## src/rqs_pkg.sv

```systemverilog
`timescale 1ns / 1ps
package rqs_pkg;
   localparam int NCPU = 8;
   localparam int QUEUE_DEPTH = 16;
   localparam int QW = $clog2(NCPU);
   localparam int PW = $clog2(QUEUE_DEPTH);
   localparam int OW = $clog2(QUEUE_DEPTH + 1);
   localparam int AW = QW + PW;

   localparam logic [2:0] ST_ENQUEUED = 3'd0;
   localparam logic [2:0] ST_LOCAL = 3'd1;
   localparam logic [2:0] ST_STOLEN = 3'd2;
   localparam logic [2:0] ST_EMPTY = 3'd3;
   localparam logic [2:0] ST_FULL = 3'd4;

   typedef enum logic [2:0] {
      S_IDLE,
      S_MOD,
      S_SCAN,
      S_ACT,
      S_READ,
      S_OUT
   } state_type;

   typedef struct packed {
      logic load;
      logic mod_step;
      logic scan_step;
      logic act;
      logic capture;
   } cmd_type;

   typedef struct packed {
      logic mod_done;
      logic scan_done;
      logic is_pick;
   } stat_type;
endpackage

```

## src/rqs_ctrl.sv

```systemverilog
`timescale 1ns / 1ps
module rqs_ctrl (
   input  logic              clock,
   input  logic              reset,
   input  logic              req_valid,
   output logic              req_ready,
   output logic              rsp_valid,
   input  logic              rsp_ready,
   input  rqs_pkg::stat_type stat,
   output rqs_pkg::cmd_type  cmd
);
   rqs_pkg::state_type state_ff, state_in;

   always_ff @(posedge clock) begin
      if (reset) state_ff <= rqs_pkg::S_IDLE;
      else state_ff <= state_in;
   end

   always_comb begin
      state_in = state_ff;
      cmd = '0;
      req_ready = 1'b0;
      rsp_valid = 1'b0;
      case (state_ff)
         rqs_pkg::S_IDLE: begin
            req_ready = 1'b1;
            if (req_valid) begin
               cmd.load = 1'b1;
               state_in = rqs_pkg::S_MOD;
            end
         end
         rqs_pkg::S_MOD: begin
            // Enqueue reduces affinity; pick scans occupancy.
            if (stat.is_pick) state_in = rqs_pkg::S_SCAN;
            else begin
               cmd.mod_step = 1'b1;
               if (stat.mod_done) state_in = rqs_pkg::S_ACT;
            end
         end
         rqs_pkg::S_SCAN: begin
            cmd.scan_step = 1'b1;
            if (stat.scan_done) state_in = rqs_pkg::S_ACT;
         end
         rqs_pkg::S_ACT: begin
            cmd.act = 1'b1;
            state_in = rqs_pkg::S_READ;
         end
         rqs_pkg::S_READ: begin
            cmd.capture = 1'b1;
            state_in = rqs_pkg::S_OUT;
         end
         rqs_pkg::S_OUT: begin
            rsp_valid = 1'b1;
            if (rsp_ready) state_in = rqs_pkg::S_IDLE;
         end
         default: state_in = rqs_pkg::S_IDLE;
      endcase
   end
endmodule

```

## src/rqs_dp.sv

```systemverilog
`timescale 1ns / 1ps
module rqs_dp (
   input  logic              clock,
   input  logic              reset,
   input  rqs_pkg::cmd_type  cmd,
   output rqs_pkg::stat_type stat,
   input  logic              csr_we,
   input  logic [3:0]        csr_wdata,
   input  logic              req_cmd,
   input  logic [2:0]        req_requester,
   input  logic [7:0]        req_task_id,
   input  logic [31:0]       req_affinity,
   output logic [2:0]        rsp_status,
   output logic [7:0]        rsp_task_out,
   output logic [2:0]        rsp_queue_used
);
   localparam int QWX = rqs_pkg::QW + 1;
   localparam int MW = 32 + QWX;

   logic [3:0] cpu_count_ff;
   logic [QWX-1:0] n_act;
   logic pick_ff;
   logic [2:0] requester_ff;
   logic [7:0] task_ff;
   logic [31:0] rem_ff;
   logic [MW-1:0] dsh_ff;
   logic [5:0] bit_ff;
   logic [rqs_pkg::QW-1:0] scan_ff, best_ff, q_ff;
   logic [rqs_pkg::OW-1:0] most_ff;
   logic [2:0] status_ff;
   logic found_ff;
   logic [rqs_pkg::PW-1:0] head_ff [rqs_pkg::NCPU];
   logic [rqs_pkg::PW-1:0] tail_ff [rqs_pkg::NCPU];
   logic [rqs_pkg::OW-1:0] occ_ff [rqs_pkg::NCPU];
   logic [7:0] mem [rqs_pkg::NCPU*rqs_pkg::QUEUE_DEPTH];
   logic [7:0] rd_ff;
   logic [2:0] st_o_ff, q_o_ff;
   logic [7:0] t_o_ff;
   logic local_ok;

   always_comb begin
      if (cpu_count_ff == 4'd0) n_act = QWX'(1);
      else if (32'(cpu_count_ff) > rqs_pkg::NCPU) n_act = QWX'(rqs_pkg::NCPU);
      else n_act = QWX'(cpu_count_ff);
   end

   assign local_ok = (32'(requester_ff) < rqs_pkg::NCPU) &&
                     (occ_ff[requester_ff[rqs_pkg::QW-1:0]] != '0);
   assign stat.is_pick = pick_ff;
   assign stat.mod_done = (bit_ff == 6'd0);
   assign stat.scan_done = local_ok || (32'(scan_ff) + 1 >= 32'(n_act));

   always_ff @(posedge clock) begin
      if (reset) cpu_count_ff <= 4'd8;
      else if (csr_we) cpu_count_ff <= csr_wdata;
   end

   // Restoring division, one quotient bit a cycle, remainder only.
   always_ff @(posedge clock) begin
      logic [MW-1:0] t;
      if (cmd.load) begin
         pick_ff <= req_cmd;
         requester_ff <= req_requester;
         task_ff <= req_task_id;
         rem_ff <= req_affinity;
         dsh_ff <= MW'(n_act) << 31;
         bit_ff <= 6'd31;
         scan_ff <= '0;
         best_ff <= '0;
         most_ff <= '0;
      end
      if (cmd.mod_step) begin
         t = MW'(rem_ff);
         if (t >= dsh_ff) rem_ff <= 32'(t - dsh_ff);
         dsh_ff <= dsh_ff >> 1;
         if (bit_ff != 6'd0) bit_ff <= bit_ff - 6'd1;
      end
      if (cmd.scan_step && !local_ok) begin
         if (occ_ff[scan_ff] > most_ff) begin
            most_ff <= occ_ff[scan_ff];
            best_ff <= scan_ff;
         end
         scan_ff <= scan_ff + 1'b1;
      end
   end

   // Select the target queue and the outcome for the access cycle.
   logic [rqs_pkg::QW-1:0] tq;
   logic [2:0] tst;
   always_comb begin
      tq = rem_ff[rqs_pkg::QW-1:0];
      tst = rqs_pkg::ST_ENQUEUED;
      if (!pick_ff) begin
         if (32'(occ_ff[tq]) >= rqs_pkg::QUEUE_DEPTH) tst = rqs_pkg::ST_FULL;
      end else if (local_ok) begin
         tq = requester_ff[rqs_pkg::QW-1:0];
         tst = rqs_pkg::ST_LOCAL;
      end else if (most_ff == '0) begin
         tq = '0;
         tst = rqs_pkg::ST_EMPTY;
      end else begin
         tq = best_ff;
         tst = rqs_pkg::ST_STOLEN;
      end
   end

   always_ff @(posedge clock) begin
      if (reset) begin
         for (int i = 0; i < rqs_pkg::NCPU; i++) begin
            head_ff[i] <= '0;
            tail_ff[i] <= '0;
            occ_ff[i] <= '0;
         end
      end else if (cmd.act) begin
         if (tst == rqs_pkg::ST_ENQUEUED) begin
            tail_ff[tq] <= (32'(tail_ff[tq]) + 1 >= rqs_pkg::QUEUE_DEPTH) ?
                           '0 : tail_ff[tq] + 1'b1;
            occ_ff[tq] <= occ_ff[tq] + 1'b1;
         end else if (tst == rqs_pkg::ST_LOCAL || tst == rqs_pkg::ST_STOLEN) begin
            head_ff[tq] <= (32'(head_ff[tq]) + 1 >= rqs_pkg::QUEUE_DEPTH) ?
                           '0 : head_ff[tq] + 1'b1;
            occ_ff[tq] <= occ_ff[tq] - 1'b1;
         end
      end
   end

   always_ff @(posedge clock) begin
      if (cmd.act) begin
         q_ff <= tq;
         status_ff <= tst;
         found_ff <= (tst == rqs_pkg::ST_LOCAL || tst == rqs_pkg::ST_STOLEN);
         if (tst == rqs_pkg::ST_ENQUEUED)
            mem[{tq, tail_ff[tq]}] <= task_ff;
         rd_ff <= mem[{tq, head_ff[tq]}];
      end
      if (cmd.capture) begin
         st_o_ff <= status_ff;
         q_o_ff <= 3'(q_ff);
         t_o_ff <= found_ff ? rd_ff :
                   (status_ff == rqs_pkg::ST_EMPTY ? 8'd0 : task_ff);
      end
   end

   assign rsp_status = st_o_ff;
   assign rsp_task_out = t_o_ff;
   assign rsp_queue_used = q_o_ff;
endmodule

```

## src/per_cpu_run_queue_with_stealing.sv

```systemverilog
`timescale 1ns / 1ps
// Per-processor run queues with work stealing. Requests are handled one at a
// time: an enqueue runs the bit-serial remainder unit that reduces the
// 32-bit affinity modulo the active processor count; a pick runs the
// one-queue-per-cycle scan for the busiest queue (the scan stops as soon
// as the requester's own queue has a task). The result register holds
// the response until taken. cpu_count may only be written while idle.
module per_cpu_run_queue_with_stealing (
   input  logic        clock,
   input  logic        reset,
   input  logic        csr_we,
   input  logic [3:0]  csr_cpu_count,
   input  logic        req_valid,
   output logic        req_ready,
   input  logic        req_cmd,
   input  logic [2:0]  req_requester,
   input  logic [7:0]  req_task_id,
   input  logic [31:0] req_affinity,
   output logic        rsp_valid,
   input  logic        rsp_ready,
   output logic [2:0]  rsp_status,
   output logic [7:0]  rsp_task_out,
   output logic [2:0]  rsp_queue_used
);
   rqs_pkg::cmd_type  cmd;
   rqs_pkg::stat_type stat;

   // The controller sequences each request; the datapath holds the queues.
   rqs_ctrl u_ctrl (
      .clock(clock), .reset(reset), .req_valid(req_valid), .req_ready(req_ready),
      .rsp_valid(rsp_valid), .rsp_ready(rsp_ready), .stat(stat), .cmd(cmd)
   );

   rqs_dp u_dp (
      .clock(clock), .reset(reset), .cmd(cmd), .stat(stat),
      .csr_we(csr_we), .csr_wdata(csr_cpu_count),
      .req_cmd(req_cmd), .req_requester(req_requester),
      .req_task_id(req_task_id), .req_affinity(req_affinity),
      .rsp_status(rsp_status), .rsp_task_out(rsp_task_out),
      .rsp_queue_used(rsp_queue_used)
   );
endmodule

```

## config.mk

```make
export PLATFORM = sky130hd
export DESIGN_NAME = per_cpu_run_queue_with_stealing
export DESIGN_NICKNAME = d
export VERILOG_FILES = /design/src/rqs_pkg.sv /design/src/rqs_ctrl.sv /design/src/rqs_dp.sv /design/src/per_cpu_run_queue_with_stealing.sv
export SDC_FILE = /design/constraint.sdc
export NUM_CORES = 2
export LEC_CHECK = 0
export BUFFER_PORTS_ARGS = -buffer_cell sky130_fd_sc_hd__buf_2
export CAP_MARGIN = 20
export CORE_ASPECT_RATIO = 1.4
export CORE_UTILIZATION = 45
export DETAILED_ROUTE_END_ITERATION = 6
export MAX_ROUTING_LAYER = met4
export PLACE_DENSITY = 0.6
export RECOVER_POWER = 50
export SETUP_SLACK_MARGIN = 0.4
export SLEW_MARGIN = 20
export SYNTH_ARGS = -nofsm -noshare
export SYNTH_HDL_FRONTEND = slang
export SYNTH_SLANG_ARGS = --single-unit
export TNS_END_PERCENT = 10
```

## constraint.sdc

```tcl
create_clock -name clock -period 4.9 [get_ports clock]
set_input_delay 1.47 -clock clock [delete_from_list [all_inputs] [get_ports clock]]
set_output_delay 1.47 -clock clock [all_outputs]
set_load 0.01 [all_outputs]
```

==> results by group <==
Place
  – IO Port Bufs: 68
  – Final HPWL DP: 101 mm
  – Setup WS pre-CTS: -0.633 ns
  – Final GP Congestion: 0.958

Critical path
  – Reg-to-Reg End: u_dp.rd_ff[3]$_DFFE_PN_
  – R2r startpoint: u_dp.occ_ff[7][2]$_SDFFCE_PN0P_
  – Crit path DAT: 5.72 ns
  – CP Capture Type: flop
  – Crit Path Class: reg -> reg
  – Flop-to-flop setup slack: -0.20 ns
  – R2R depth: 20
  – CP Max Fanout: 21
  – Worst setup SP type: flop
  – Req. time, crit path: about 5.5 ns

Clock tree
  – Clock transition at path regs: 0.07 ns
  – CTS Root Cell: clkbuf_16
  – Sink Count: 1266
  – Hold bufs inserted after CTS: 0
  – Clock buffer depth: 3
  – CTS H-tree depth: 3
  – Num CTS Buffers: 120
  – Clock Latency Late Sink: 0.75 ns
  – CTS tree: yes

Timing
  – FMAX: roughly 200 MHz
  – Final Hold Fails: 0
  – Rel. slew slack: -163%
  – Slew Limit Fails: 988
  – Final Critical Period: 5.10 ns
  – RSZ-0062 raised after global routing: true
  – Crit share post-route: 104%
  – Final setup viols: 8
  – Clock tree skew after final layout: 0.0572 ns
  – WHS: 0.416 ns
  – Worst-margin pin slew: 3.94 ns
  – Fin worst setup slack: -0.204 ns

Yosys
  – #FFs+latches synth: 1266
  – Post-synth top cells: edfxtp_1, nand2_1, mux2i_1, nor2_1, nand3_1
  – Asr flop ratio synth: 0%
  – Mapped Area: 52900 um2
  – Post-synth EDFFs: 1207
  – Synth warnings: 0
  – Synth area leaders: edfxtp_1, mux2i_1, nand2_1, nor2_1, dfxtp_1
  – Syn Nets: ~3800
  – Synth cell types: 78
  – Largest area contributor in the netlist: edfxtp_1
  – Post-Synthesis Cells: 3737
  – Most common cell in the netlist: edfxtp_1
  – Post-synth top flop: edfxtp_1
  – Sequential area share after synthesis: a little over two thirds
  – Share of the synthesized area in the top cell type: about 70%
  – Post-Syn Area per Cell: 14.2 um2

Power and ir drop
  – Comb pwr share: 42.7%
  – P_int: 25.1 mW
  – Pwr/cell area: 589 nW/um2
  – Switch share: 35.3%
  – Sequential share of power: 33.2%
  – Clk pwr share: around a quarter
  – Net switching power: 13.7 mW
  – Max VDD drop: approximately 0.38 mV
  – LEAKAGE: approximately 24 nW

Floorplan
  – # IOs: 69
  – Die W: 292 um
  – Die ar.: 119000 um2
  – CORE AREA: 116000 um2
  – Initial Util: 45.5%
  – # rows: approximately 150
  – Die Span Y: roughly 410 um

GRT
  – Vias in the first global route: 33667
  – Total gr overflow: 0
  – GRT Overall Usage: 26.0%
  – First-pass GRT wire length: around 220 mm
  – Pin count of the biggest net entering global routing: 130
  – Initial antenna violation count: 4

Layout
  – Syn-to-layout area delta: 24.7%
  – Utilization after layout: 56.7%
  – Layout Nets: 4458
  – Fillcell total: 9207
  – Multi-input combinational cell area: 15800 um2
  – Layout cells sized above 1: 25.7%
  – Storage cell area: 37400 um2

Drt
  – Vias per cell: 5.69
  – DR WL/cell: 25.9 um
  – WL final: 154 mm
  – Vias: 33920
  – DRC errors left: 0
  – 1st-iter DRT viols: between 2000 and 3000
  – Detailed Routing Iterations Pass 1: 6
  – Post-DRT Antenna Nets: 0

Status
  – Violated checks: max-capacitance violations, max-slew violations, negative setup slack
  – Status: finished, violations left

Hold path
  – Hold path start: u_dp.q_ff[2]$_DFFE_PN_
  – WHS Path Cells: 0
  – Hold Path End: u_dp.rsp_queue_used[2]$_DFFE_PP_
  – HP Class: reg -> reg

Flow run
  – Max Cap Violations: 8
[metrics by stage]
step	total power, mW	instance area [um2]	std cells	TNS [ns]
after floorplan	21.4	52900	3737	0
after global placement	27.1	58900	5644	-50.85
after detailed placement	27.1	58900	5645	-87.25
after CTS	37.5	64600	5893	-1.17
after global routing	40.4	66000	5958	-2.47
final	38.9	66000	5959	-1.08
[worst max-delay path: stages (launching register included)]
cell and delay (ns):
edfxtp_1 0.41, nor4b_2 0.29, a22oi_1 0.13, mux4_2 0.60, buf_6 0.18, mux2_4 0.29
a22o_4 0.24, and3_4 0.17, a2111o_2 0.52, buf_6 0.20, buf_16 0.16, and2_4 0.19
buf_4 0.16, clkbuf_16 0.18, nand3_1 0.07, nand3_1 0.16, o22ai_1 0.49, a311oi_1 0.12
buf_4 0.16, and4_1 0.17, nand2_1 0.06
[layout by cell type, fill, tap and decap left out, types with 86 or more instances in the layout]
cell / count
clkbuf_16: 132
edfxtp_1: 1207
mux2i_1: 394
buf_6: 104
buf_4: 383
nand3_1: 146
a21oi_1: 86
o22ai_1: 117
nor2_1: 268
nand2_1: 477
[metal layers]
metal  wire length (um)  global-route usage (%)
met4               9310                    13.7
met2              78800                    44.2
met3               8870                    3.21
met1              57100                    29.9
met5                  0                       -
[power groups by stage]
| stage | clock network, mW | logic [mW] | registers (mW) |
|---|---|---|---|
| final | 9.35 | 16.6 | 12.9 |
| after global routing | 9.87 | 17.5 | 13.0 |
| after CTS | 9.50 | 15.1 | 12.8 |
| after detailed placement | 0 | 14.1 | 13.1 |
| after global placement | 0 | 14.0 | 13.1 |
| after floorplan | 0 | 8.21 | 13.2 |
[sequential cells by signal (all words and copies together) (netlist names), 8 cells and up, named ones only]
| register | flops |
|---|---|
| u_dp.rem_ff | 32 |
| u_dp.rsp_task_out | 8 |
| u_dp.head_ff | 32 |
| u_dp.task_ff | 8 |
| u_dp.mem | 1024 |
| u_dp.tail_ff | 32 |
| u_dp.rd_ff | 8 |
| u_dp.dsh_ff | 35 |
| u_dp.occ_ff | 40 |
[cells by family (layout without fill, tap and decap cells)]
kind of cell / Yosys count / in the layout / synth area share [%]
flip-flops: 1266 / 1266 / 70.7
adder cells (fa/ha/maj): 51 / 51 / 1.23
other: 0 / 1 / 0
XOR/XNOR: 36 / 36 / 0.596
multiplexers: 483 / 483 / 9.57
AO/OA/AOI/OAI: 442 / 442 / 5.43
buffers and inverters: 248 / 969 / 2.24
AND/OR/NAND/NOR: 1211 / 1211 / 10.2
[cell type report]
class	instances	area share [%]
Antenna cell	1	0.00379
Clock buffer	140	4.66
Clock inverter	86	1.31
Inverter	74	0.459
Multi-Input combinational cell	2223	24.0
Sequential cell	1266	56.7
Tap cell	1500	2.84
Timing Repair Buffer	668	9.97
Timing Repair inverter	1	0.0246
[timing repair]
item | in CTS | in global routing
pin swaps | 68 | 86
cloned | 5 | 12
resized for setup | 338 | 187
endpoints found under the setup margin | 1098 | 1093
setup buffers | 17 | 53
[worst max-delay path by stage]
stage	depth (start not counted)	end	from
5_1_grt	18	u_dp.rd_ff[0]$_DFFE_PN_	u_dp.occ_ff[7][2]$_SDFFCE_PN0P_
3_5_place_dp	18	u_dp.rd_ff[3]$_DFFE_PN_	flop
4_1_cts	18	u_dp.rd_ff[2]$_DFFE_PN_	u_dp.occ_ff[3][0]$_SDFFCE_PN0P_
3_3_place_gp	18	u_dp.rd_ff[3]$_DFFE_PN_	flop
6_report	20	u_dp.rd_ff[3]$_DFFE_PN_	u_dp.occ_ff[7][2]$_SDFFCE_PN0P_
2_1_floorplan	17	u_dp.mem[83][0]$_DFFE_PP_	u_dp.occ_ff[7][0]$_SDFFCE_PN0P_
Note: power is estimated with default switching activity, not from simulation.
